$ cat src/rtl/fst_ram.sv
`timescale 1ns / 1ps
// ----------------------------------------------------------------------------
// fst_ram
// Simple dual-port memory, one write and one registered read per cycle.
// ----------------------------------------------------------------------------
module fst_ram #(
  parameter int WIDTH = 8,
  parameter int DEPTH = 256,
  parameter int AW    = $clog2(DEPTH)
) (
  input  logic             clk_i,
  input  logic             we_i,
  input  logic [AW-1:0]    waddr_i,
  input  logic [WIDTH-1:0] wdata_i,
  input  logic [AW-1:0]    raddr_i,
  output logic [WIDTH-1:0] rdata_o
);

  logic [WIDTH-1:0] mem_q [DEPTH];

  always_ff @(posedge clk_i) begin
    if (we_i) begin
      mem_q[waddr_i] <= wdata_i;
    end
  end

  always_ff @(posedge clk_i) begin
    rdata_o <= mem_q[raddr_i];
  end

endmodule

$ cat config.mk
export PLATFORM = sky130hd
export DESIGN_NAME = fst_ram
export DESIGN_NICKNAME = d
export VERILOG_FILES = /design/src/rtl/fst_ram.sv
export SDC_FILE = /design/constraint.sdc
export NUM_CORES = 2
export LEC_CHECK = 0
export ABC_AREA = 1
export BUFFER_PORTS_ARGS = -buffer_cell sky130_fd_sc_hd__buf_2
export CELL_PAD_IN_SITES_DETAIL_PLACEMENT = 2
export CELL_PAD_IN_SITES_GLOBAL_PLACEMENT = 2
export CORE_ASPECT_RATIO = 1.4
export CORE_MARGIN = 4
export CORE_UTILIZATION = 48
export CTS_CLUSTER_DIAMETER = 40
export DETAILED_ROUTE_END_ITERATION = 6
export PLACE_DENSITY_LB_ADDON = 0.1
export SKIP_LAST_GASP = 1
export SLEW_MARGIN = 20
export SYNTH_ARGS = -nofsm -noshare
export SYNTH_HDL_FRONTEND = slang
export SYNTH_SLANG_ARGS = --single-unit
export TNS_END_PERCENT = 50
$ cat constraint.sdc
create_clock -name clk_i -period 2.4 [get_ports clk_i]
set_input_delay 0.12 -clock clk_i [delete_from_list [all_inputs] [get_ports clk_i]]
set_output_delay 0.12 -clock clk_i [all_outputs]
set_load 0.01 [all_outputs]
* After elaboration in Yosys (flattened, before gate mapping)
Memories as Yosys holds them, arrays and structs flattened. A register that Yosys moved wholly into a read port is not among the register bits. Cells that the tools add are included.
Storage, ports and cells: flip-flop bits (word level) 0, RAM bits 2048, input bits 26, output and inout bits 8, word-level logic and storage cells 3, memories 1
Cells by class: multiplexer cells 2
Memories:
- mem_q | words 256, width 8, rd ports 1, clocked after Yosys merged registers in 1, write ports 1, line 19 | logic [WIDTH-1:0] mem_q [DEPTH];
Operators with widths (count):
- $mux 1 | 2

* Logic depth before layout (Yosys ltp)
word-level depth 2, mapped depth 15, gate-level depth less buffers 11

* Least setup slack after synthesis
OpenSTA, ideal clock, no wires.
path type input -> register, start input port we_i, end memory mem_q[162][0] (enable), data arrival time 1.241 ns, slack 0.789 ns, stages on the path 4, cells stage by stage clkbuf_1 > nand3_1 > clkbuf_1 > nor2_1
Between the ends: longest elaborated chain between the ends 2
Ends and longest elaborated chain:
- from (decl) | line 12 | input logic we_i,
- $mux 1 | line 22 | if (we_i) begin
- $mux 1 (implied by the code) | line 23 | mem_q[waddr_i] <= wdata_i;
- to (decl) | line 19
No other way between the ends.

==> impl_metrics.yaml <==
placement:
  place_ws_ns: -0.340
  placed_cells: 9429
  placed_cell_area_mm2: 0.0901
  hpwl_mm: 210
  io_buffers: 33
  gp_congestion: 0.845
floorplanning:
  io-pin-count: 34
  start_util_pct: 48.4
  dieArea_mm2: 0.181
  die_h_um: 501
  die_w_um: 360
  fp-row-count: 180
  core-area_mm2: 0.172
critical_path:
  crit_fanout: 1
  worstPathRequired_ns: 3.15
  setup.worst_path.end_class: "flop"
  startpoint_type: "flop"
  critical_path_arrival_ns: 3.16
  path_class: "reg -> reg"
timing:
  rsz0062_at_grt: "no"
  skew_ns: 0.0332
  setup_slack_ns: -0.0115
  fin_crit_ns: 2.41
  fmax_ghz: 0.415
  setup_violations: 1
  drv_slew: 0
  max_slew.worst_pin.slew_ns: 1.00
  tns_ns: -0.0115
  min_period_over_period_pct: 100
  finalHoldViolCount: 0
  slew_headroom_pct: 33.0
  hold-worst-slack_ns: 0.161
synthesis:
  synth_simple_gate_area_share_pct: 22.9
  yosysUniqueCellTypes: 14
  netlist_area_mm2: 0.0834
  synth_edf_count: 2048
  synth_top_family_by_area: "simple AND/OR/NAND/NOR gates"
  synth-compound-area-share_pct: 0
  synthCells: 7003
  syn_nets: 7029
  synth.yosys.seq_area_share_pct: 73.9
  postSynthRegisterBits: 2056
  synthTopCellsByArea: "edfxtp_1 74%, nand3_1 12%, nand2_1 9.6%, buf_2 1.6%, nor2_1 1.3%"
  muxShareOfSynthArea_pct: 0
  synthFlopType: "edfxtp_1"
  synth_top_area_cell: "edfxtp_1"
  async_reset_ff_share_pct: 0
  syn-mean-instance-area_um2: 11.9
  synthAdderAreaFrac_pct: 0
  synth_top_area_share_pct: 73.7
  synthXorXnorAreaFrac_pct: 0
  yosysWarningCount: 0
global_routing:
  grt_overflow_total: 0
  grt_pass1_wl_mm: 549
  grt_start_max_net_pins: 102
  grt_antenna_before_repair: 24
  track_usage_pct: 42.1
  grt_pass1_vias: 71700
layout:
  fin_util_pct: 56.6
  nFillCells: 15700
  area_growth_pct: 17.0
  finalInstanceArea_mm2: 0.0975
  layout-drive-gt1-share_pct: 13.1
  stdcell_count: 9857
  nNetsFinal: 7411
power:
  p_leak_nw: 34.9
  peakVddDrop_v: 0.000825
  finalPower_mw: 81.9
  p_per_area_mw_per_mm2: 840
status:
  status: "complete, but fails checks"
  violations: "setup timing"
job:
  maxCapViolations: 0
clock_tree:
  cts_resized: 0
  ctsLongestPathBuffers: 3
  cts_hold_buffers: 10
  clock_latency_ns: 0.89
  cts_tree: "built"
  numClockSinks: 2056
  clock-root-buffer: "clkbuf_16"
  cts_made_buffers: 219
  path_clk_slew_ns: 0.07
  cts-htree-levels: 4
  cts_setup_buffers: 0
routing:
  route.detailed.drc: 0
  avgViaCountPerCell: 6.75
  drt_iter0_drc: 9583
  postRouteAntennaNets: 0
  routed_wl_mm: 385
  vias: 66500
  wl_per_cell_um: 39.1
  drtPass1Iterations: 6
worst_hold_path:
  hp-class: "in -> reg"
[registers in the layout, summed over array words and instances (netlist names)]
name and count:
mem_q 2048, rdata_o 8
[worst paths after layout]
check | start | endpoint | slack, ns | cells after the start
setup / recovery | mem_q[196][2]$_DFFE_PP_ | rdata_o[2]$_DFF_P_ | -0.01 | 10
hold / removal | wdata_i[1] | mem_q[164][1]$_DFFE_PP_ | 0.16 | 2
setup reg to reg | mem_q[196][2]$_DFFE_PP_ | rdata_o[2]$_DFF_P_ | -0.01 | 10
hold reg to reg | mem_q[24][7]$_DFFE_PP_ | rdata_o[7]$_DFF_P_ | 1.21 | 10
[Yosys cell counts (2+ instances only)]
cell type and instances:
nand2_1 2123, edfxtp_1 2048, nand3_1 2019, nor2_1 283
buf_2 268, clkbuf_1 112, buf_4 46, buf_1 40
inv_1 36, buf_6 16, dfxtp_1 8, inv_2 2
[cell usage in the layout, fill, tap and decap left out]
master and instances:
buf_12 118, buf_2 21, buf_4 483, buf_6 1, buf_8 11, bufinv_16 23, clkbuf_1 31, clkbuf_16 225
clkbuf_8 5, clkinv_1 33, clkinv_2 29, clkinv_4 14, clkinv_8 3, clkinvlp_4 16, dfxtp_1 8, diode_2 17
dlygate4sd3_1 10, edfxtp_1 2048, inv_1 34, inv_16 1, inv_2 1, inv_6 19, inv_8 6, nand2_1 2110
nand2_2 13, nand3_1 2019, nor2_1 283
[cell type report]
| type | instances | area [µm²] | share of cell area, % |
|---|---|---|---|
| Sequential cell | 2056 | 61700 | 63.2 |
| Multi-Input combinational cell | 4425 | 19200 | 19.7 |
| Timing Repair Buffer | 644 | 6370 | 6.53 |
| Clock buffer | 261 | 5820 | 5.96 |
| Tap cell | 2275 | 2850 | 2.92 |
| Clock inverter | 140 | 1450 | 1.49 |
| Inverter | 39 | 183 | 0.187 |
| Antenna cell | 17 | 42.5 | 0.0436 |
[per-layer routing]
metal | vias up | track usage [%] | routed length [µm]
li1 | 25700 | - | -
met1 | 34400 | 48.6 | 130000
met2 | 4873 | 71.3 | 190000
met3 | 1578 | 9.00 | 35200
met4 | 18 | 27.1 | 29500
met5 | - | 0 | 108
[worst max-delay path: stages (launching register included)]
cell and delay (ns):
edfxtp_1 0.40, nand2_1 0.16, nand3_1 0.28, nand3_1 0.20, nand3_1 0.11, nand3_1 0.15, nand3_1 0.32, nand3_1 0.36
nand2_1 0.11, nand2_1 0.10, nand2_1 0.09
[power breakdown]
group | internal, mW | leakage, nW | switching, mW | total (mW)
sequential | 39.5 | 18.5 | 0.0724 | 39.6
combinational | 1.46 | 12.9 | 4.63 | 6.09
clock | 19.9 | 3.52 | 16.3 | 36.2
[logic make-up (layout without fill, tap and decap cells)]
| group | Yosys count | in the layout |
|---|---|---|
| other | 0 | 17 |
| flip-flops | 2056 | 2056 |
| AND/OR/NAND/NOR | 4425 | 4425 |
| buffers and inverters | 522 | 1084 |
No activity file was read; power rests on OpenSTA's default activity.
